File: src/rtl/apq_pkg.sv
// ----------------------------------------------------------------------------
// Aging priority queue package
// Field widths, transaction kind codes and the stored entry layout.
// ----------------------------------------------------------------------------
package apq_pkg;

  localparam int unsigned KIND_W = 2;
  localparam int unsigned ID_W   = 16;
  localparam int unsigned PRI_W  = 2;
  localparam int unsigned WAIT_W = 16;
  localparam int unsigned OCC_W  = 5;
  localparam int unsigned CFG_W  = 16;

  localparam logic [KIND_W-1:0] KIND_INSERT = 2'd0;
  localparam logic [KIND_W-1:0] KIND_POP    = 2'd1;
  localparam logic [KIND_W-1:0] KIND_TICK   = 2'd2;

  localparam logic       CFG_LOW = 1'b0;
  localparam logic       CFG_MID = 1'b1;

  localparam logic [PRI_W-1:0]  PRI_NONE = 2'd0;
  localparam logic [PRI_W-1:0]  PRI_LOW  = 2'd1;
  localparam logic [PRI_W-1:0]  PRI_MID  = 2'd2;
  localparam logic [PRI_W-1:0]  PRI_HIGH = 2'd3;

  localparam logic [WAIT_W-1:0] PROMOTE_LOW_RESET = 16'd32;
  localparam logic [WAIT_W-1:0] PROMOTE_MID_RESET = 16'd128;

  typedef struct packed {
    logic [ID_W-1:0]   id;
    logic [PRI_W-1:0]  pri;
    logic [WAIT_W-1:0] wait_t16;
  } entry_t;

endpackage

File: src/rtl/apq_in_if.sv
// ----------------------------------------------------------------------------
// Aging priority queue request channel
// Valid/ready channel carrying insert, pop and tick requests.
// ----------------------------------------------------------------------------
interface apq_in_if
  import apq_pkg::*;
();
  logic              valid;
  logic              ready;
  logic [KIND_W-1:0] kind;
  logic [ID_W-1:0]   job_id;
  logic [PRI_W-1:0]  job_priority;
  logic [WAIT_W-1:0] start_wait;
  logic [WAIT_W-1:0] elapsed;

  modport source (output valid, kind, job_id, job_priority, start_wait, elapsed,
                  input ready);
  modport sink   (input valid, kind, job_id, job_priority, start_wait, elapsed,
                  output ready);
endinterface

File: src/rtl/apq_out_if.sv
// ----------------------------------------------------------------------------
// Aging priority queue response channel
// Valid/ready channel carrying one response per request.
// ----------------------------------------------------------------------------
interface apq_out_if
  import apq_pkg::*;
();
  logic              valid;
  logic              ready;
  logic              ok;
  logic [ID_W-1:0]   popped_id;
  logic [PRI_W-1:0]  popped_priority;
  logic [WAIT_W-1:0] popped_wait;
  logic [OCC_W-1:0]  occupancy;

  modport source (output valid, ok, popped_id, popped_priority, popped_wait, occupancy,
                  input ready);
  modport sink   (input valid, ok, popped_id, popped_priority, popped_wait, occupancy,
                  output ready);
endinterface

File: src/rtl/aging_priority_queue_core.sv
// ----------------------------------------------------------------------------
// Aging priority queue core
// Bounded job queue ordered by priority, first come first served within a
// priority, with wait ageing and promotion on every tick.
// ----------------------------------------------------------------------------
//  Channel   Direction  Handshake    Contents
//  in_ch     sink       valid/ready  kind, job_id, job_priority, start_wait, elapsed
//  out_ch    source     valid/ready  ok, popped_id, popped_priority, popped_wait, occupancy
//  cfg       write      cfg_we_i     promotion thresholds
//
//  Jobs live in one memory with a registered read port; every step is a read,
//  then a compare or a write back. An insert moves back each job it passes; a
//  pop moves every held job one place forward; a tick ages each held job in
//  turn and moves it forward past lower priorities. A failed or unused request
//  goes straight to its response. A request is taken whenever the core is
//  idle; a finished response waits in its last state until the output register
//  is free. Reset empties the queue at once.
// ----------------------------------------------------------------------------
module aging_priority_queue_core
  import apq_pkg::*;
#(
  parameter int unsigned QUEUE_DEPTH = 16
) (
  input  logic             clk_i,
  input  logic             rst_ni,
  apq_in_if.sink           in_ch,
  apq_out_if.source        out_ch,
  input  logic             cfg_we_i,
  input  logic             cfg_index_i,
  input  logic [CFG_W-1:0] cfg_data_i
);

  localparam int unsigned IdxW = (QUEUE_DEPTH > 1) ? $clog2(QUEUE_DEPTH) : 1;
  localparam int unsigned CntW = $clog2(QUEUE_DEPTH + 1);

  typedef enum logic [7:0] {
    S_IDLE   = 8'b0000_0001,
    S_TK_RD  = 8'b0000_0010,
    S_TK_AGE = 8'b0000_0100,
    S_SF_RD  = 8'b0000_1000,
    S_SF_CMP = 8'b0001_0000,
    S_PP_RD  = 8'b0010_0000,
    S_PP_WR  = 8'b0100_0000,
    S_DONE   = 8'b1000_0000
  } state_e;

  state_e state_q, state_d;

  entry_t mem_q [QUEUE_DEPTH];
  entry_t rdata_q;
  logic            mem_we, mem_re;
  logic [IdxW-1:0] mem_waddr, mem_raddr;
  entry_t          mem_wdata;

  logic [WAIT_W-1:0] low_at_q, mid_at_q;
  logic [CntW-1:0]   cnt_q, cnt_d;
  logic [CntW-1:0]   k_q, k_d;
  logic [IdxW-1:0]   j_q, j_d;
  entry_t            key_q, key_d;
  logic              is_tick_q, is_tick_d;
  logic [WAIT_W-1:0] elapsed_q, elapsed_d;

  logic              out_valid_q, out_valid_d;
  logic              res_ok_q, res_ok_d;
  entry_t            res_q, res_d;

  logic              out_load;
  logic              out_ok_q;
  entry_t            out_res_q;
  logic [CntW-1:0]   out_cnt_q;

  logic [WAIT_W:0]   aged_sum;
  logic [WAIT_W-1:0] aged_wait;
  entry_t            aged;

  // Ageing of the entry just read: saturating add, then at most one promotion.
  always_comb begin
    aged_sum  = {1'b0, rdata_q.wait_t16} + {1'b0, elapsed_q};
    aged_wait = aged_sum[WAIT_W] ? {WAIT_W{1'b1}} : aged_sum[WAIT_W-1:0];
    aged      = rdata_q;
    aged.wait_t16 = aged_wait;
    if (rdata_q.pri == PRI_LOW && aged_wait >= low_at_q) begin
      aged.pri = PRI_MID;
    end else if (rdata_q.pri == PRI_MID && aged_wait >= mid_at_q) begin
      aged.pri = PRI_HIGH;
    end
  end

  always_comb begin
    state_d     = state_q;
    cnt_d       = cnt_q;
    k_d         = k_q;
    j_d         = j_q;
    key_d       = key_q;
    is_tick_d   = is_tick_q;
    elapsed_d   = elapsed_q;
    out_valid_d = out_valid_q;
    res_ok_d    = res_ok_q;
    res_d       = res_q;
    out_load    = 1'b0;
    mem_we      = 1'b0;
    mem_re      = 1'b0;
    mem_waddr   = j_q;
    mem_raddr   = j_q;
    mem_wdata   = key_q;

    if (out_valid_q && out_ch.ready) begin
      out_valid_d = 1'b0;
    end

    case (state_q)
      S_IDLE: begin
        if (in_ch.valid) begin
          res_ok_d  = 1'b0;
          res_d     = '0;
          key_d.id  = in_ch.job_id;
          key_d.pri = in_ch.job_priority;
          key_d.wait_t16 = in_ch.start_wait;
          elapsed_d = in_ch.elapsed;
          k_d       = '0;
          is_tick_d = 1'b0;
          state_d   = S_DONE;
          case (in_ch.kind)
            KIND_INSERT: begin
              if (in_ch.job_priority != PRI_NONE && cnt_q != CntW'(QUEUE_DEPTH)) begin
                j_d     = cnt_q[IdxW-1:0];
                state_d = S_SF_RD;
              end
            end
            KIND_POP: begin
              if (cnt_q != '0) begin
                state_d = S_PP_RD;
              end
            end
            KIND_TICK: begin
              is_tick_d = 1'b1;
              res_ok_d  = 1'b1;
              state_d   = S_TK_RD;
            end
            default: state_d = S_DONE;
          endcase
        end
      end
      S_TK_RD: begin
        if (k_q == cnt_q) begin
          state_d = S_DONE;
        end else begin
          mem_re    = 1'b1;
          mem_raddr = k_q[IdxW-1:0];
          state_d   = S_TK_AGE;
        end
      end
      S_TK_AGE: begin
        key_d   = aged;
        j_d     = k_q[IdxW-1:0];
        state_d = S_SF_RD;
      end
      // Insertion from the back: the hole moves forward past lower priorities.
      S_SF_RD: begin
        if (j_q == '0) begin
          mem_we = 1'b1;
          if (is_tick_q) begin
            k_d     = k_q + 1'b1;
            state_d = S_TK_RD;
          end else begin
            cnt_d    = cnt_q + 1'b1;
            res_ok_d = 1'b1;
            state_d  = S_DONE;
          end
        end else begin
          mem_re    = 1'b1;
          mem_raddr = j_q - 1'b1;
          state_d   = S_SF_CMP;
        end
      end
      S_SF_CMP: begin
        mem_we = 1'b1;
        if (rdata_q.pri < key_q.pri) begin
          mem_wdata = rdata_q;
          j_d       = j_q - 1'b1;
          state_d   = S_SF_RD;
        end else if (is_tick_q) begin
          k_d     = k_q + 1'b1;
          state_d = S_TK_RD;
        end else begin
          cnt_d    = cnt_q + 1'b1;
          res_ok_d = 1'b1;
          state_d  = S_DONE;
        end
      end
      S_PP_RD: begin
        mem_re    = 1'b1;
        mem_raddr = k_q[IdxW-1:0];
        state_d   = S_PP_WR;
      end
      S_PP_WR: begin
        if (k_q == '0) begin
          res_d    = rdata_q;
          res_ok_d = 1'b1;
        end else begin
          mem_we    = 1'b1;
          mem_waddr = IdxW'(k_q - 1'b1);
          mem_wdata = rdata_q;
        end
        k_d = k_q + 1'b1;
        if (CntW'(k_q + 1'b1) == cnt_q) begin
          cnt_d   = cnt_q - 1'b1;
          state_d = S_DONE;
        end else begin
          state_d = S_PP_RD;
        end
      end
      S_DONE: begin
        // The response moves to the output register once that is free.
        if (!out_valid_q || out_ch.ready) begin
          out_load    = 1'b1;
          out_valid_d = 1'b1;
          state_d     = S_IDLE;
        end
      end
      default: state_d = S_IDLE;
    endcase
  end

  always_ff @(posedge clk_i) begin
    if (mem_we) begin
      mem_q[mem_waddr] <= mem_wdata;
    end
    if (mem_re) begin
      rdata_q <= mem_q[mem_raddr];
    end
  end

  always_ff @(posedge clk_i or negedge rst_ni) begin
    if (!rst_ni) begin
      state_q     <= S_IDLE;
      cnt_q       <= '0;
      out_valid_q <= 1'b0;
      low_at_q    <= PROMOTE_LOW_RESET;
      mid_at_q    <= PROMOTE_MID_RESET;
    end else begin
      state_q     <= state_d;
      cnt_q       <= cnt_d;
      out_valid_q <= out_valid_d;
      if (cfg_we_i && cfg_index_i == CFG_LOW) begin
        low_at_q <= cfg_data_i;
      end
      if (cfg_we_i && cfg_index_i == CFG_MID) begin
        mid_at_q <= cfg_data_i;
      end
    end
  end

  always_ff @(posedge clk_i) begin
    k_q       <= k_d;
    j_q       <= j_d;
    key_q     <= key_d;
    is_tick_q <= is_tick_d;
    elapsed_q <= elapsed_d;
    res_ok_q  <= res_ok_d;
    res_q     <= res_d;
    if (out_load) begin
      out_ok_q  <= res_ok_q;
      out_res_q <= res_q;
      out_cnt_q <= cnt_q;
    end
  end

  assign in_ch.ready            = (state_q == S_IDLE);
  assign out_ch.valid           = out_valid_q;
  assign out_ch.ok              = out_ok_q;
  assign out_ch.popped_id       = out_res_q.id;
  assign out_ch.popped_priority = out_res_q.pri;
  assign out_ch.popped_wait     = out_res_q.wait_t16;
  assign out_ch.occupancy       = OCC_W'(out_cnt_q);

endmodule

File: src/flat_wrapper.sv
// flat-port wrapper written by rule: the top's interface ports become plain ports
module aging_priority_queue_core_flat import apq_pkg::*;
#(
  parameter int unsigned QUEUE_DEPTH = 16
)
  (clk_i, rst_ni, cfg_we_i, cfg_index_i, cfg_data_i, in_ch_valid, in_ch_kind, in_ch_job_id, in_ch_job_priority, in_ch_start_wait, in_ch_elapsed, in_ch_ready, out_ch_valid, out_ch_ok, out_ch_popped_id, out_ch_popped_priority, out_ch_popped_wait, out_ch_occupancy, out_ch_ready);
  apq_in_if in_ch_i ();
  apq_out_if out_ch_i ();
  input  logic clk_i;
  input  logic rst_ni;
  input  logic cfg_we_i;
  input  logic cfg_index_i;
  input  logic [CFG_W-1:0] cfg_data_i;
  input wire logic [$bits(in_ch_i.valid)-1:0] in_ch_valid;
  input wire logic [$bits(in_ch_i.kind)-1:0] in_ch_kind;
  input wire logic [$bits(in_ch_i.job_id)-1:0] in_ch_job_id;
  input wire logic [$bits(in_ch_i.job_priority)-1:0] in_ch_job_priority;
  input wire logic [$bits(in_ch_i.start_wait)-1:0] in_ch_start_wait;
  input wire logic [$bits(in_ch_i.elapsed)-1:0] in_ch_elapsed;
  output wire logic [$bits(in_ch_i.ready)-1:0] in_ch_ready;
  output wire logic [$bits(out_ch_i.valid)-1:0] out_ch_valid;
  output wire logic [$bits(out_ch_i.ok)-1:0] out_ch_ok;
  output wire logic [$bits(out_ch_i.popped_id)-1:0] out_ch_popped_id;
  output wire logic [$bits(out_ch_i.popped_priority)-1:0] out_ch_popped_priority;
  output wire logic [$bits(out_ch_i.popped_wait)-1:0] out_ch_popped_wait;
  output wire logic [$bits(out_ch_i.occupancy)-1:0] out_ch_occupancy;
  input wire logic [$bits(out_ch_i.ready)-1:0] out_ch_ready;
  assign in_ch_i.valid = in_ch_valid;
  assign in_ch_i.kind = in_ch_kind;
  assign in_ch_i.job_id = in_ch_job_id;
  assign in_ch_i.job_priority = in_ch_job_priority;
  assign in_ch_i.start_wait = in_ch_start_wait;
  assign in_ch_i.elapsed = in_ch_elapsed;
  assign in_ch_ready = in_ch_i.ready;
  assign out_ch_valid = out_ch_i.valid;
  assign out_ch_ok = out_ch_i.ok;
  assign out_ch_popped_id = out_ch_i.popped_id;
  assign out_ch_popped_priority = out_ch_i.popped_priority;
  assign out_ch_popped_wait = out_ch_i.popped_wait;
  assign out_ch_occupancy = out_ch_i.occupancy;
  assign out_ch_i.ready = out_ch_ready;
  aging_priority_queue_core #(.QUEUE_DEPTH(QUEUE_DEPTH)) u_core (.clk_i(clk_i), .rst_ni(rst_ni), .in_ch(in_ch_i), .out_ch(out_ch_i), .cfg_we_i(cfg_we_i), .cfg_index_i(cfg_index_i), .cfg_data_i(cfg_data_i));
endmodule
File: config.mk
export PLATFORM = sky130hd
export DESIGN_NAME = aging_priority_queue_core_flat
export DESIGN_NICKNAME = d
export VERILOG_FILES = /design/src/rtl/apq_pkg.sv /design/src/rtl/apq_in_if.sv /design/src/rtl/apq_out_if.sv /design/src/rtl/aging_priority_queue_core.sv /design/src/flat_wrapper.sv
export SDC_FILE = /design/constraint.sdc
export NUM_CORES = 1
export LEC_CHECK = 0
export BUFFER_PORTS_ARGS = -buffer_cell sky130_fd_sc_hd__buf_4
export CAP_MARGIN = 0
export CORE_MARGIN = 5
export CORE_UTILIZATION = 50
export DETAILED_ROUTE_END_ITERATION = 12
export GPL_ROUTABILITY_DRIVEN = 1
export PLACE_DENSITY = 0.68
export SYNTH_ARGS = -nofsm -noshare
export SYNTH_HDL_FRONTEND = slang
export SYNTH_SLANG_ARGS = --single-unit
File: constraint.sdc
create_clock -name clk_i -period 7.41 [get_ports clk_i]
set_input_delay 1.1115 -clock clk_i [delete_from_list [all_inputs] [get_ports clk_i]]
set_output_delay 1.1115 -clock clk_i [all_outputs]
set_load 0.05 [all_outputs]
==> results of run 1 <==
per-stage QoR:
stage	hold WS [ns]	utilization, %
2_1_floorplan	0.400	-
3_3_place_gp	0.403	53.5
3_5_place_dp	0.405	53.5
4_1_cts	0.418	57.5
5_1_grt	0.428	57.5
6_report	0.418	57.5
worst max-delay path, delay by kind of cell, from the launching register on:
kind	cells	cell delay, ns
compound gates	10	2.47
flops	1	0.46
fa+ha+maj	3	1.09
simple gates	3	0.99
layer usage:
metal	GRT usage [%]	up-vias	routed length, microns
met1	29.6	8539	28900
met2	38.2	779	38000
met3	3.98	123	5890
met4	7.11	0	2010
met5	0	-	0
li1	-	7244	-
how the worst max path moves through the flow:
stage	to	slack (ns)	depth (start not counted)
floorplan	u_core.aged[27]	2.74	13
global placement	u_core.key_q[16]	2.09	16
detailed placement	u_core.key_q[16]	2.15	16
CTS	u_core.key_q[16]	2.06	16
global route	u_core.key_q[16]	1.60	16
finish	u_core.key_q[16]	2.10	16
layout make-up:
class | count | area (sq um) | share of cell area [%]
clock inverter | 43 | 410 | 1.16
tap | 790 | 988 | 2.80
sequential | 759 | 22600 | 63.8
clock buffer | 95 | 2040 | 5.76
inverter | 51 | 191 | 0.541
timing repair buffer | 150 | 1150 | 3.26
multi-input combinational | 866 | 8010 | 22.7
kinds of logic after synthesis:
family,count (synthesis)
buffers and inverters,127
flip-flops,759
multiplexers,162
adder cells (fa/ha/maj),59
AND/OR/NAND/NOR,392
XOR/XNOR,32
AO/OA/AOI/OAI,221
power breakdown:
| part | switching (W) | total (W) | internal [W] |
|---|---|---|---|
| Sequential | 0.000212 | 0.00565 | 0.00544 |
| Clock | 0.00162 | 0.00377 | 0.00215 |
| Combinational | 0.00195 | 0.00310 | 0.00116 |
registers in the layout, indices dropped and copies added, names as in the netlist, 18 cells and up:
register        cells
u_core.key_q       34
u_core.mem_q      544
u_core.rdata_q     18
u_core.res_q       34
cell usage after synthesis, drive strengths merged, types with 3 or more instances:
cell | n | area share, %
edfxtp | 713 | 69
nand2 | 176 | 2.1
mux4 | 136 | 9.9
nor2 | 68 | 0.83
ha | 57 | 2.3
inv | 51 | 0.62
nand3 | 48 | 0.78
o21ai | 47 | 0.76
clkbuf | 46 | 0.56
dfrtp | 43 | 3.5
a221o | 38 | 1.2
and2 | 36 | 0.73
a21oi | 34 | 0.55
a22o | 34 | 0.96
buf | 30 | 0.66
mux2 | 25 | 0.91
xnor2 | 20 | 0.57
a21o | 18 | 0.44
nor3 | 14 | 0.24
xor2 | 12 | 0.34
a31oi | 11 | 0.22
nor2b | 10 | 0.20
o21a | 7 | 0.17
nand2b | 6 | 0.12
nand4 | 6 | 0.12
a211oi | 5 | 0.12
and3 | 5 | 0.10
nand3b | 4 | 0.097
nor4 | 4 | 0.081
o31ai | 4 | 0.097
dfstp | 3 | 0.25
nor3b | 3 | 0.073
or2 | 3 | 0.061
or4 | 3 | 0.073
placed cells by master (no fill, tap or decap), types with 9 or more instances in the layout:
cell type,Yosys,layout
mux2_2,25,25
ha_1,57,57
nor2b_1,10,9
clkbuf_1,46,16
a21oi_1,34,31
clkbuf_16,0,79
buf_4,7,148
xor2_1,12,12
a22o_1,34,34
nand2_1,176,175
nor3_1,13,13
xnor2_1,20,20
mux4_2,136,136
edfxtp_1,713,713
a221o_1,38,37
nor2_1,68,49
o21ai_0,46,45
a21o_1,18,17
clkinv_1,0,20
and2_1,36,36
inv_1,51,51
nand3_1,48,48
dfrtp_1,43,43
a31oi_1,11,11
nor2_4,0,19
==> out/summary.txt, run 1 <==
WL/cell -> 27.2 microns
Post-Place Worst Slack -> 2.15 ns
largest family of logic cells by synthesized area -> multiplexers
num ports -> 116
peak fanout along the critical path -> 22
DIE HEIGHT -> 259 microns
CTS tree -> done
Compound-Gate Fraction of Synth Area -> 5.19%
most used cell along the critical path -> a21o_1
fmax -> 0.188 GHz
Area Overhead vs Synth -> 14.4%
layout cells sized above 1 -> 22.9%
TNS Setup -> 0 ns
Peak VDD IR -> 0.167 mV
power per standard cell area -> 354 nW/um^2
Initial DRC Count -> 1847
cell area after synthesis -> 30900 sq um
simple-gate share of the synthesized area -> 5.80%
worst setup path start -> u_core.rdata_q[0]
clk buf depth -> 3
Power Total -> 0.0125 W
Slew @ Worst Pin -> 1.30 ns
Main synth FF type -> edfxtp_1
first-pass GRT wire length -> 111 mm
Post-synth EDFFs -> 713
IO Port Bufs -> 115
number of synthesized register bits -> 759
post-synthesis mux area share -> 10.8%
R2R Path End -> u_core.key_q[16]
CTS buffer count -> 77
core footprint -> 61500 sq um
critical path arrival -> 5.65 ns
Hold Path Origin -> u_core.res_q[11]
Hold EP -> u_core.out_ch.popped_wait[11]
antenna violations before repair -> 1
XOR/XNOR Fraction of Synth Area -> 0.906%
Ys Warns -> 0
Post-DP Area -> 32900 sq um
leakage power -> 12.3 nW
count of final max-slew check failures -> 0
final WL -> 74.8 mm
Synth Instances -> 1752
final setup violation count -> 0
placer congestion estimate -> 0.868
Detailed Place HPWL -> 41.6 mm
Cell Chain, Critical Path -> ha_1 -> fa_1 -> a21oi_1 -> nand4b_1 -> a31oi_1 -> a31oi_1 -> o21ai_0 -> nand2_1 -> nand2b_1 -> ha_1 -> a21o_1 -> a21o_1 -> a21o_1 -> a21oi_1 -> o21ai_0 -> o41ai_1
Post-Syn Nets -> 1885
min cycle time layout -> 5.31 ns
Adder-Cell Fraction of Synth Area -> 2.44%
H-tree depth -> 3
part of the Yosys area used for sequential elements -> 73.0%
Overflow after GRT -> 0
register-to-register setup slack -> 2.10 ns
synth unique cells -> 61
Clock Sinks -> 759
largest net degree at the start of global routing -> 58
Filler cells -> 4624
Max Cap Violations -> 0
total global routing track utilization -> 22.4%
Hold Path Stages -> 0
crit start category -> flip-flop
CP max stage delay -> 0.58 ns
r2r worst-path depth -> 16
Reg clk slew, reported paths -> 0.06 ns
Chip Width -> 259 microns
min-delay worst type -> reg2reg
ys async rst share -> 6.06%
Required @ worst endpoint -> 7.75 ns
placed cell count -> 2616
DRC viols -> 0
worst setup margin -> 2.10 ns
Vias/cell -> 6.06
Setup crit end kind -> flip-flop
initial cell density of the core -> 50.3%
Post-CTS Setup Bufs -> 0
standard-cell row count -> 91
die footprint -> 66900 sq um
Clock Tree Root -> clkbuf_16
relative max-transition margin -> 12.5%
design area -> 35400 sq um
Finished Layout Cells -> 2754
ANT nets after route -> 0
worst r2r src -> u_core.rdata_q[0]
total vias in the final route -> 16700
CP Class -> reg2reg
Max Clock Skew -> 0.0193 ns
Final Hold Viols -> 0
RSZ-0062 raised after global routing -> false
first-pass iteration count of the detailed router -> 7
run status -> complete, no violations
post_cts resized -> 0
CP max-delay cell -> nand2_1
Final Cycle Share -> 71.7%
Post-CTS Hold Buffers -> 0
Clk Latency, worst-skew pair -> 0.62 ns
Mean Syn Cell Area -> 17.6 sq um
vias in the first global route -> 17400
number of antenna diodes -> 0
count of nets after finishing -> 2038
Power figures use the tool's default switching activity.
==> run 2, diff against run 1 <==
Clock period 7.41 ns to 5.07 ns, I/O delays scaled along.
==> run 2 against run 1 <==
Count of clock-buffer cells in the layout shrank 4; clock skew grew 0.015 ns; power grew 46%; worst setup slack lost 1.5 ns; non-clock buffer count grew 13; clock power grew 44%; sequential share of layout area shrank 0.34 points; cell area grew 0.53%.
==> out/summary.txt, run 2 (synthesis gave the netlist of run 1 again) <==
run status -> complete, no violations
standard-cell row count -> 91 (unchanged)
NetSw -> 0.00556 W (+47%)
worst setup margin -> 0.647 ns (-1.45 ns)
design area -> 35500 sq um (+0.53%)
largest net degree at the start of global routing -> 56 (-3.4%)
relative max-transition margin -> 28.1% (+16 points)
clk buf depth -> 3 (unchanged)
most common cell after layout, fill and taps aside -> edfxtp_1
DRC viols -> 0 (unchanged)
Top reg by flops -> u_core.mem_q
count of final max-slew check failures -> 0 (unchanged)
clock power share -> 29.6% (-0.5 points)
Final Hold Viols -> 0 (unchanged)
sw frac -> 30.4% (+0.26 points)
total vias in the final route -> 16700 (-0.090%)
Detailed Place HPWL -> 43.7 mm (+5.1%)
most frequent cells in the layout -> 713 x edfxtp_1, 175 x nand2_1, 152 x buf_4
top flop regs -> u_core.mem_q x544, u_core.key_q x34, u_core.res_q x34
crit start category -> flip-flop
Peak VDD IR -> 0.267 mV (+60%)
Post-Place Worst Slack -> 0.736 ns (-1.42 ns)
Required @ worst endpoint -> 5.46 ns (-2.29 ns)
sequential share of power -> 45.2% (about the same)
vias in the first global route -> 17100 (-1.7%)
Clock Tree Root -> clkbuf_16
IO Port Bufs -> 115 (unchanged)
DIE HEIGHT -> 259 microns (unchanged)
Post-CTS Hold Buffers -> 0 (unchanged)
Post-DP Area -> 33100 sq um (+0.64%)
max reg flops -> 544 (unchanged)
layout cells sized above 1 -> 23.9% (+1.0 points)
WL/cell -> 26.5 microns (-2.3%)
CP Class -> reg2reg
Area Overhead vs Synth -> 15.0%
peak fanout along the critical path -> 4 (-82%)
Overflow after GRT -> 0 (unchanged)
power per standard cell area -> 514 nW/um^2 (+45%)
min cycle time layout -> 4.42 ns (-0.889 ns)
Initial DRC Count -> 1632 (-12%)
power share of the combinational group -> 25.2% (+0.4 points)
first-pass GRT wire length -> 110 mm (-0.33%)
initial cell density of the core -> 50.3% (unchanged)
count of nets after finishing -> 2052 (+0.69%)
core footprint -> 61500 sq um (unchanged)
Post-CTS Setup Bufs -> 0 (unchanged)
Finished Layout Cells -> 2768 (+0.51%)
Clk Latency, worst-skew pair -> 0.63 ns (about the same)
number of antenna diodes -> 0 (unchanged)
met3 Usage GRT -> 3.34% (-0.64 points)
post_cts resized -> 0 (unchanged)
Int Pwr -> 0.0127 W (+45%)
Max Clock Skew -> 0.0346 ns (+0.0153 ns)
Reg clk slew, reported paths -> 0.06 ns (about the same)
worst r2r src -> u_core.rdata_q[0]
r2r worst-path depth -> 18 (+2)
Vias/cell -> 6.02 (-0.60%)
TNS Setup -> 0 ns (unchanged)
met2 Use GR -> 36.6% (-1.7 points)
placed cell count -> 2629 (+0.50%)
die footprint -> 66900 sq um (unchanged)
final WL -> 73.4 mm (-1.8%)
final setup violation count -> 0 (unchanged)
Chip Width -> 259 microns (unchanged)
Setup crit end kind -> flip-flop
total global routing track utilization -> 22.0% (-0.40 points)
critical path arrival -> 4.82 ns (-0.83 ns)
Slew @ Worst Pin -> 1.07 ns (-0.226 ns)
CTS buffer count -> 78 (+1.3%)
fmax -> 0.226 GHz (+20%)
met1 Use GR -> 30.7% (+1.1 points)
RSZ-0062 raised after global routing -> false
min-delay worst type -> in2async
H-tree depth -> 3 (unchanged)
Clock Sinks -> 759 (unchanged)
ANT nets after route -> 0 (unchanged)
leakage power -> 12.3 nW (+0.71%)
R2R Path End -> u_core.key_q[16]
num ports -> 116 (unchanged)
antenna violations before repair -> 0 (-1)
placer congestion estimate -> 0.868 (about the same)
register-to-register setup slack -> 0.65 ns (-1.45 ns)
Final Cycle Share -> 87.2% (+16 points)
Max Cap Violations -> 0 (unchanged)
grt peak-use layer -> met2
first-pass iteration count of the detailed router -> 6 (-1)
CTS tree -> done
-- run 2: cell type report --
type                       instances  area, sq um
clock buffer                      91         2000
fill                            4551        25900
inverter                          51          191
clock inverter                    48          424
multi-input combinational        866         8010
timing repair buffer             163         1360
sequential                       759        22600
tap                              790          988
-- run 2: metrics by stage --
stage | power, W | util, % | hold slack (ns)
global placement | 0.0129 | 53.9 | 0.402
CTS | 0.0184 | 57.8 | 0.159
floorplan | 0.0115 | - | 0.400
finish | 0.0183 | 57.8 | 0.175
detailed placement | 0.0130 | 53.9 | 0.405
global route | 0.0191 | 57.8 | 0.214
-- run 2: per-layer routing --
| metal | share of wire (%) | vias up |
|---|---|---|
| met1 | 41 | 8630 |
| met5 | 0 | - |
| li1 | - | 7271 |
| met3 | 6.9 | 117 |
| met2 | 50 | 652 |
| met4 | 2.6 | 0 |
-- run 2: how the worst max path moves through the flow --
stage	to	startpoint	cells after the start	slack [ns]
2_1_floorplan	u_core.aged[27]	u_core.j_q[0]	13	0.40
3_3_place_gp	u_core.key_q[17]	u_core.rdata_q[0]	19	0.82
3_5_place_dp	u_core.key_q[17]	u_core.rdata_q[0]	19	0.74
4_1_cts	u_core.key_q[16]	u_core.rdata_q[0]	18	0.68
5_1_grt	u_core.key_q[16]	u_core.rdata_q[0]	18	0.41
6_report	u_core.key_q[16]	u_core.rdata_q[0]	18	0.65
-- run 2: worst max-delay path, stage by stage, from the launching register on --
cell and delay, ns:
edfxtp_1 0.42, ha_1 0.24, fa_1 0.46, a21oi_1 0.19
nand4b_1 0.17, a31oi_1 0.14, a31oi_1 0.28, buf_4 0.18
nand3_1 0.07, or4_1 0.50, o22ai_1 0.13, o21ai_0 0.13
ha_1 0.34, nand4_1 0.10, nor2_1 0.08, o311a_1 0.16
a21oi_1 0.10, o21ai_0 0.13, o41ai_1 0.38
-- run 2: power by group through the flow --
stage	clock network, W	registers, W	logic [W]
6_report	0.00541	0.00825	0.00460
5_1_grt	0.00581	0.00829	0.00504
4_1_cts	0.00551	0.00825	0.00462
3_5_place_dp	0	0.00837	0.00461
3_3_place_gp	0	0.00836	0.00452
2_1_floorplan	0	0.00837	0.00313
